<file path="config.mk">
export PLATFORM = sky130hd
export DESIGN_NAME = orlb_apb
export DESIGN_NICKNAME = d
export VERILOG_FILES = /design/src/design/orlb_pkg.sv /design/src/design/orlb_apb.sv
export SDC_FILE = /design/constraint.sdc
export NUM_CORES = 1
export LEC_CHECK = 0
export ABC_AREA = 1
export BUFFER_PORTS_ARGS = -buffer_cell sky130_fd_sc_hd__buf_2
export CORE_MARGIN = 2
export CORE_UTILIZATION = 25
export DETAILED_ROUTE_END_ITERATION = 7
export PLACE_DENSITY = 0.63
export SLEW_MARGIN = 40
export SYNTH_ARGS = -nofsm -noshare
export SYNTH_HDL_FRONTEND = slang
export SYNTH_SLANG_ARGS = --single-unit
</file>
<file path="constraint.sdc">
create_clock -name clk -period 1.3 [get_ports clk]
set_clock_uncertainty 0.05 [all_clocks]
set_input_delay 0.39 -clock clk [delete_from_list [all_inputs] [get_ports clk]]
set_output_delay 0.39 -clock clk [all_outputs]
set_load 0.01 [all_outputs]
</file>
<file path="src/design/orlb_pkg.sv">
// ----------------------------------------------------------------------------
// orlb_pkg
// Shared constants, codes, types and helpers for the overwrite ring log buffer.
// ----------------------------------------------------------------------------
package orlb_pkg;

    localparam int RING_DEPTH  = 1024;
    localparam int SLOT_W      = $clog2(RING_DEPTH);
    localparam int SIZE_W      = $clog2(RING_DEPTH + 1);
    localparam int POS_W       = 48;
    localparam int DATA_W      = 8;
    localparam int CFG_SIZE_W  = 11;
    localparam int SIZE_RESET  = 1024;
    localparam int APB_AW      = 3;
    localparam int APB_DW      = 32;
    localparam int CMP_W       = (CFG_SIZE_W > SIZE_W) ? CFG_SIZE_W : SIZE_W;

    typedef enum logic [0:0] {
        OP_APPEND = 1'b0,
        OP_READ   = 1'b1
    } op_t;

    typedef enum logic [1:0] {
        ST_DONE    = 2'd0,
        ST_NO_DATA = 2'd1,
        ST_DROPPED = 2'd2
    } status_t;

    typedef enum logic [0:0] {
        REG_RING_SIZE = 1'b0,
        REG_NONE      = 1'b1
    } reg_idx_t;

    typedef struct packed {
        logic              wr;
        logic [SIZE_W-1:0] size;
    } cfg_t;

    typedef struct packed {
        status_t          status;
        logic [POS_W-1:0] used_position;
        logic             readable;
        logic [POS_W-1:0] oldest_position;
        logic [POS_W-1:0] end_position;
    } res_t;

    function automatic logic [SIZE_W-1:0] clamp_size(input logic [CFG_SIZE_W-1:0] v);
        logic [CMP_W-1:0] ve;
        ve = CMP_W'(v);
        if (ve < CMP_W'(2))
            return SIZE_W'(2);
        else if (ve > CMP_W'(RING_DEPTH))
            return SIZE_W'(RING_DEPTH);
        else
            return SIZE_W'(ve);
    endfunction

endpackage

</file>
<file path="src/design/orlb_apb.sv">
// ----------------------------------------------------------------------------
// orlb_apb
// APB register port holding the ring size; flags each size write.
// ----------------------------------------------------------------------------
module orlb_apb import orlb_pkg::*;
(
    input  logic              clk,
    input  logic              rst_n,
    input  logic              psel,
    input  logic              penable,
    input  logic              pwrite,
    input  logic [APB_AW-1:0] paddr,
    input  logic [APB_DW-1:0] pwdata,
    output logic [APB_DW-1:0] prdata,
    output logic              pready,
    output cfg_t              cfg
);

    logic [SIZE_W-1:0] size_reg;
    logic [SIZE_W-1:0] size_next;
    reg_idx_t          idx;
    logic              wr_size;

    assign idx     = reg_idx_t'(paddr[2]);
    assign pready  = 1'b1;
    assign wr_size = psel && penable && pwrite && (idx == REG_RING_SIZE);

    always_comb
    begin
        size_next = size_reg;
        if (wr_size)
            size_next = clamp_size(pwdata[CFG_SIZE_W-1:0]);
    end

    always_ff @(posedge clk or negedge rst_n)
    begin
        if (!rst_n)
            size_reg <= clamp_size(CFG_SIZE_W'(SIZE_RESET));
        else
            size_reg <= size_next;
    end

    always_comb
    begin
        unique case (idx)
            REG_RING_SIZE: prdata = APB_DW'(size_reg);
            default:       prdata = '0;
        endcase
    end

    assign cfg.wr   = wr_size;
    assign cfg.size = size_reg;

endmodule

</file>
# == Yosys cells after proc, flatten, opt, wreduce, memory -nomap -nowiden ==
# Index checks and enable logic that the tools add are counted.
# W data, S select, Z words.
# classes
n_lt_le_gt_ge,2
n_mux,3
bitwise,1
reduce_logical,3
# ops
operator,count
$mux W11,3
$gt A11 B11 Y1 const B,1
$lt A11 B2 Y1 const B,1
$logic_and A1 B1 Y1,3
$not A1 Y1,1
# word_totals
regBits,11
input_bits,40
out_inout_bits,45
word_cells,10

# == Logic depth before layout (Yosys ltp) ==
# Gate-level depths: netlist (run 1).
# logic_depth
depth_word,3
mapped_depth,7
depth_no_buf,7

# == Worst setup path after synthesis (run 1) ==
# Ideal clock, no wire load.
# synth_path
path_type,input-to-output
startpoint,input port pwrite
endpoint,output port cfg[11] in the netlist's numbering
t_arrival_ns,0.904
required_time_ns,0.860
slack_ns,-0.044
cell_stages,4
n_path_buf,2
path_cell_list,nand3_2 nor2_4 buf_4 buf_4
# synth_between
elab_chain_cells,2
# synth_lines
element,line_no,source
start: declaration,orlb_apb.sv:11,"input logic pwrite,"
$logic_and A1 B1 Y1 (2 in a row),orlb_apb.sv:26,assign wr_size = psel && penable && pwrite && (idx == REG_RING_SIZE);
end: declaration,orlb_apb.sv:16,output cfg_t cfg
# Every way passes these cells.

# == Worst setup path in the final report (run 1) ==
# layout_path
startpoint,register size_reg[10]
endpoint,output port prdata[10]
# layout_between
elab_chain_cells,1
# layout_lines
element,line_no,source
start: declaration,orlb_apb.sv:19,logic [SIZE_W-1:0] size_reg;
start signal: assignment,orlb_apb.sv:38,size_reg <= clamp_size(CFG_SIZE_W'(SIZE_RESET));
start signal: assignment,orlb_apb.sv:40,size_reg <= size_next;
$mux W11,orlb_apb.sv:45,unique case (idx)
end: declaration,orlb_apb.sv:14,"output logic [APB_DW-1:0] prdata,"
# Every way passes these cells.

==> metrics.md, run 1 <==
| Metric | Value |
|---|---|
| Run status | `finished with violations` |
| Failing checks | `negative setup slack` |
| Worst path setup slack after routing | `-181 ps` |
| Final Slew Violations | `0` |
| Place WS | `-73.5 ps` |
| Number of cells produced by synthesis | `between 100 and 150` |
| Detail Route Antenna Nets | `0` |
| Maximum fanout encountered on the critical timing path | `2` |
| Largest area contributor in the synthesized netlist | `sky130_fd_sc_hd__dfrtp_1` |
| Mean instance size in the synthesized netlist | `7.05 µm²` |
| Most repeated cell in the gate-level netlist after synthesis | `sky130_fd_sc_hd__buf_4` |
| Clock Root Buffer | `sky130_fd_sc_hd__clkbuf_4` |
| Number of antenna violations at the first check in global routing | `0` |
| Flip-flop count of the largest register after layout | `11` |
| Critical path data arrival time | `between 1000 and 1500 ps` |
| Wire length of the first global-routing pass | `between 2000 and 3000 µm` |
| Final #Nets | `204` |
| Shortest clock period the worst path allows after layout | `1480 ps` |
| Standard-cell rows | `20` |
| Area inside the core boundary | `3030 µm²` |
| Final HPWL from detailed placement | `between 1000 and 1500 µm` |
| EDFF count, synth | `0` |
| Endpoints failing hold | `0` |
| Final cycle utilization of the critical path | `1.14` |
| Fill count | `340` |
| Initial standard-cell utilization of the core | `0.261` |
| Worst supply voltage drop on vdd | `0.418 mV` |
| Most common flop cell mapped by yosys | `sky130_fd_sc_hd__dfrtp_1` |
| Top-Level Pins | `85` |
| TritonCTS Buffers | `3` |
| Routed wirelength normalized by instance count | `9.03 µm` |
| Total of buffers placed on input and output ports | `39` |
| Post-route cell area | `1090 µm²` |
| Area of placed instances | `approximately 950 µm²` |
| Clock sink total | `11` |
| GP Congestion | `roughly 0.80` |
| TritonRoute pass-1 iters | `4` |
| Worst-Skew Late Latency | `270 ps` |
| Total routing resource utilization after global routing | `0.105` |
| Static Leak | `around 0.64 nW` |
| F_max | `675 MHz` |
| Crit start category | `register` |
| Maximum number of pins on one net before global-route repair | `13` |
| Layout-stage area growth over the synthesis result | `38.4%` |
| Top-area cell type share of the netlist area | `0.317` |
| Post-synthesis cell type count | `16` |
| Total power divided by cell area | `slightly above 1000 nW/µm²` |
| Die Y | `60.2 µm` |
| Clock tree from TritonCTS | `built` |
| Vias per inst | `3.57` |
| Required time at the worst-slack endpoint | `860 ps` |
| Fraction of registers with async set/reset | `1.00` |
| RSZ-0062 raised after global routing | `yes` |
| Yosys reg bits | `11` |
| Cell types occupying the most area after synthesis | `sky130_fd_sc_hd__dfrtp_1 (32%), sky130_fd_sc_hd__buf_4 (23%), sky130_fd_sc_hd__nand2_1 (10%), sky130_fd_sc_hd__nor2_1 (8.6%), sky130_fd_sc_hd__inv_1 (7.1%)` |
| Post-route DRC violation count | `0` |
| Total of max-cap violations | `0` |
| Die X | `60.2 µm` |
| Worst slack on hold paths | `just over 300 ps` |
| Sequential cell area fraction in the yosys report | `0.350` |
| CTS H-tree depth | `1` |
| Clock transition at path regs | `80 ps` |
| Worst setup path category | `reg -> out` |
| Synthesized cell area | `790 µm²` |
| GR Overflow Total | `0` |
| Iter 0 DRT Violations | `17` |
| Vias in the first global route | `between 500 and 600` |
| Number of warnings issued by yosys | `0` |
| Final antenna diode count | `0` |
| Critical path endpoint category | `output port` |
| Kind of path behind the tightest hold check | `in -> reg` |
| Share of final-layout standard cells stronger than drive strength 1 | `0.380` |
| Number of vias in the routed layout | `740` |
| Total die area | `3620 µm²` |
| Max clock buf depth | `2` |
| Total of endpoints with negative setup slack in the final report | `13` |
| Total wire length | `1870 µm` |
| Synth cell count leaders | `sky130_fd_sc_hd__buf_4 (24), sky130_fd_sc_hd__nand2_1 (22), sky130_fd_sc_hd__nor2_1 (18)` |
stage by stage:
step                 util  cells  total power, mW  TNS (ps)
global placement    0.315    192            0.768      -775
detailed placement  0.315    192            0.773      -766
global route        0.361    207             1.19     -1440
floorplan               -    132            0.671     -11.7
CTS                 0.343    202             1.06      -660
finish              0.361    207             1.10      -607
metal layers:
metal	up-vias	part of all wire	global-route usage
met1	310	0.49	0.156
met5	-	0	0
li1	395	-	-
met3	0	0.082	0.0216
met2	35	0.43	0.148
met4	0	0	0.0381
cells by family (layout without fill, tap and decap cells):
group / count (synthesis) / count (layout) / synth area share
other: 2 / 22 / 0.00951
flip-flops: 11 / 11 / 0.350
buffers and inverters: 40 / 71 / 0.304
AO/OA/AOI/OAI: 4 / 4 / 0.0269
AND/OR/NAND/NOR: 55 / 55 / 0.309
layout by cell type (no fill, tap or decap):
cell | netlist | layout
sky130_fd_sc_hd__buf_4 | 24 | 12
sky130_fd_sc_hd__dfstp_2 | 1 | 1
sky130_fd_sc_hd__nand3_1 | 10 | 10
sky130_fd_sc_hd__o21ai_0 | 3 | 3
sky130_fd_sc_hd__buf_2 | 0 | 35
sky130_fd_sc_hd__dlygate4sd3_1 | 0 | 1
sky130_fd_sc_hd__o22ai_1 | 1 | 1
sky130_fd_sc_hd__inv_2 | 0 | 2
sky130_fd_sc_hd__nand2_2 | 1 | 1
sky130_fd_sc_hd__and2_1 | 1 | 1
sky130_fd_sc_hd__nor3_2 | 1 | 1
sky130_fd_sc_hd__clkbuf_1 | 1 | 1
sky130_fd_sc_hd__inv_1 | 15 | 13
sky130_fd_sc_hd__conb_1 | 2 | 22
sky130_fd_sc_hd__nor2_1 | 18 | 17
sky130_fd_sc_hd__dfrtp_1 | 10 | 10
sky130_fd_sc_hd__nor2_2 | 0 | 1
sky130_fd_sc_hd__clkbuf_4 | 0 | 3
sky130_fd_sc_hd__nand3_4 | 0 | 1
sky130_fd_sc_hd__nor2_4 | 1 | 1
sky130_fd_sc_hd__nand2_1 | 22 | 22
sky130_fd_sc_hd__buf_6 | 0 | 4
report_power, final:
group,switching (mW),internal (mW)
clock network,0.120,0.119
logic,0.220,0.204
registers,0.0377,0.403
total,0.378,0.726
cell type report:
cell class              count  area (µm²)  share of cell area
multi-input cells          81         358               0.328
repair buffers             52         320               0.293
flip-flops and latches     11         277               0.253
inverters                  15        56.3              0.0515
well taps                  44        55.1              0.0504
clock buffers               4        26.3              0.0241
path summary, 6_finish.rpt:
| path | slack, ps | cells after the start | start | end |
|---|---|---|---|---|
| worst max-delay path | -180 | 3 | size_reg[10] | prdata[10] |
| worst min-delay path | 300 | 3 | pwdata[1] | size_reg[1] |
| worst max register to register | 320 | 3 | size_reg[10] | size_reg[10] |
| worst min register to register | 470 | 2 | size_reg[4] | size_reg[4] |
| max in group asynchronous | 470 | 2 | rst_n | size_reg[10] |
| min in group asynchronous | 470 | 2 | rst_n | size_reg[9] |
critical path, stage by stage (launching register included):
cell	delay [ps]
sky130_fd_sc_hd__dfstp_2	540
sky130_fd_sc_hd__inv_2	40
sky130_fd_sc_hd__nor2_2	70
sky130_fd_sc_hd__buf_2	130
timing repair:
| item | CTS | global route |
|---|---|---|
| resized for setup | 4 | 4 |
| hold buffers | 1 | 0 |
| gates cloned | 0 | 0 |
| setup buffers | 5 | 5 |
| hold endpoints to repair | 10 | 0 |
| setup endpoints to repair | 13 | 14 |
| pin swaps | 0 | 7 |
Power figures use the tool's default switching activity.
==> run 2: changes to the inputs <==
--- a/config.mk
+++ b/config.mk
@@ -9,6 +9,7 @@
 export BUFFER_PORTS_ARGS = -buffer_cell sky130_fd_sc_hd__buf_2
 export CORE_MARGIN = 2
 export CORE_UTILIZATION = 25
+export CTS_BUF_LIST = sky130_fd_sc_hd__clkbuf_16
 export DETAILED_ROUTE_END_ITERATION = 7
 export PLACE_DENSITY = 0.63
 export SLEW_MARGIN = 40
==> run 2 against run 1 <==
The run still ends with negative setup slack left. Combinational power increased by 1%. Critical path depth unchanged. Maximum frequency increased by 2.5%. Sequential power about the same. Non-clock buffer count decreased by 1. Utilization increased by 1.7 points. Cell count decreased by 0.48%. Setup slack improved by 36 ps. First-iteration DRC count decreased by 24%. Die area unchanged. Largest power group is now clock. Highest routed layer is now met4.
==> metrics.md, run 2 (synthesized netlist as in run 1, its figures left out) <==
| Metric | Value |
|---|---|
| Run status | `finished with violations` |
| Failing checks | `negative setup slack` |
| Static Leak | `0.667 nW` |
| Global-route met1 utilization | `0.155` |
| Kind of path behind the tightest hold check | `in -> reg` |
| Total routing resource utilization after global routing | `0.107` |
| Sequential standard cell area | `~280 µm²` |
| Routed wirelength normalized by instance count | `9.20 µm` |
| Total of buffers placed on input and output ports | `39` |
| Area of placed instances | `953 µm²` |
| Switching power share of the total | `0.291` |
| Standard-cell rows | `20` |
| Max clock buf depth | `2` |
| TritonRoute pass-1 iters | `4` |
| Fill count | `337` |
| Maximum number of pins on one net before global-route repair | `13` |
| Final HPWL from detailed placement | `1430 µm` |
| Vias per inst | `3.63` |
| Total die area | `between 3000 and 4000 µm²` |
| Critical path data arrival time | `1000 ps` |
| Critical path endpoint category | `output port` |
| F_max | `692 MHz` |
| Final Slew Violations | `0` |
| Reg power frac | `0.308` |
| Crit start category | `register` |
| Critical path buffer and inverter count | `2` |
| RSZ-0062 raised after global routing | `yes` |
| Cell depth of the worst min-delay path | `3` |
| Hold path start | `pwdata[1]` |
| GP Congestion | `0.796` |
| Hold Path Sink | `size_reg[1]` |
| Most utilized layer in the global route result | `met1` |
| Worst setup path start | `size_reg[10]` |
| Post-route cell area | `1140 µm²` |
| Clock tree from TritonCTS | `built` |
| Iter 0 DRT Violations | `13` |
| Maximum fanout encountered on the critical timing path | `2` |
| Highest cell delay on the worst timing path | `530 ps` |
| R2R depth | `3` |
| Endpoints failing hold | `0` |
| Clock sink total | `11` |
| Final cycle utilization of the critical path | `1.11` |
| Met3 usage in global routing | `0.0281` |
| Area inside the core boundary | `a little over 3000 µm²` |
| Total power divided by cell area | `around 1300 nW/µm²` |
| Critical-path top delay cell | `sky130_fd_sc_hd__dfstp_2` |
| Initial standard-cell utilization of the core | `0.261` |
| Number of vias in the routed layout | `748` |
| Wire length of the first global-routing pass | `about 2700 µm` |
| Worst-Skew Late Latency | `approximately 240 ps` |
| Shortest clock period the worst path allows after layout | `approximately 1400 ps` |
| Crit path cell chain | `inv_2, nor2_2, buf_2` |
| Worst slack on hold paths | `approximately 340 ps` |
| Met2 routing resource usage after global routing | `0.143` |
| Layout-stage area growth over the synthesis result | `44.8%` |
| Share of final-layout standard cells stronger than drive strength 1 | `0.377` |
| CTS H-tree depth | `1` |
| Total of max-cap violations | `0` |
| Worst r2r src | `size_reg[10]` |
| Comb power frac | `0.299` |
| Post-route DRC violation count | `0` |
| Clock Root Buffer | `sky130_fd_sc_hd__clkbuf_16` |
| Total power | `1.44 mW` |
| Top-Level Pins | `85` |
| Footprint of the multi-input gates | `~360 µm²` |
| Worst supply voltage drop on vdd | `around 0.44 mV` |
| Relative contribution of the clock network to total power | `0.393` |
| Reg-to-reg endpoint | `size_reg[10]` |
| Clock transition at path regs | `40 ps` |
| Flip-flop count of the largest register after layout | `11` |
| Die X | `60.2 µm` |
| Post-route setup TNS | `-258 ps` |
| Total wire length | `1900 µm` |
| Die Y | `about 60 µm` |
| Detail Route Antenna Nets | `0` |
| Final antenna diode count | `0` |
| Total of endpoints with negative setup slack in the final report | `5` |
| Cell family with most CP delay | `flip-flops` |
| Cell internal power dissipation | `1.02 mW` |
| Switching power summed over all nets | `418 µW` |
| Worst setup path category | `reg -> out` |
| Final #Nets | `203` |
| Worst path setup slack after routing | `-144 ps` |
| GR Overflow Total | `0` |
| Setup slack, reg-to-reg | `330 ps` |
| Vias in the first global route | `579` |
| Required time at the worst-slack endpoint | `860 ps` |
| Commonest cells after routing, fill and taps aside | `sky130_fd_sc_hd__buf_2 (34), sky130_fd_sc_hd__nand2_1 (22), sky130_fd_sc_hd__conb_1 (22)` |
| TritonCTS Buffers | `3` |
| Number of antenna violations at the first check in global routing | `0` |
| Most common library cell in the layout ignoring fill and taps | `sky130_fd_sc_hd__buf_2` |
[run 2: worst max path at each step]
stage / end / slack [ps] / cells after the start
final: prdata[10] / -140 / 3
after global routing: prdata[10] / -170 / 3
after CTS: prdata[10] / -150 / 3
after detailed placement: size_reg[5] / -70 / 6
after global placement: size_reg[7] / -70 / 6
after floorplan: cfg[11] / -10 / 4
[run 2: layout make-up]
type                            instances  area share
Multi-Input combinational cell         81       0.313
Timing Repair Buffer                   51       0.279
Sequential cell                        11       0.242
Clock buffer                            3      0.0656
Inverter                               15      0.0492
Tap cell                               44      0.0481
Clock inverter                          1     0.00328
[run 2: power groups by stage]
stage	Combinational [mW]	Clock, mW	Sequential [mW]
3_5_place_dp	0.324	0	0.449
5_1_grt	0.477	0.597	0.450
2_1_floorplan	0.198	0	0.473
3_3_place_gp	0.322	0	0.446
4_1_cts	0.357	0.577	0.445
6_report	0.429	0.564	0.442
[run 2: what timing repair did]
action	in CTS	in global routing
hold endpoints to repair	10	0
setup buffers	3	6
setup endpoints to repair	13	13
gates resized for setup	4	5
pin swaps	1	6
hold buffers	1	0
cloned	0	0
[run 2: metrics by stage]
step	cells	util	worst slack, ps
floorplan	132	-	-11.7
global placement	192	0.315	-71.9
detailed placement	192	0.315	-73.5
CTS	200	0.355	-155
global route	206	0.378	-170
finish	206	0.378	-144
[run 2: routing by layer]
layer  vias up  share of wire
li1        391              -
met1       314           0.47
met2        40           0.42
met3         3          0.087
met4         0          0.018
met5         -              0
[run 2: worst min-delay path, stage by stage]
cell and delay (ps):
sky130_fd_sc_hd__buf_2 90, sky130_fd_sc_hd__nand3_1 60, sky130_fd_sc_hd__nand2_1 50
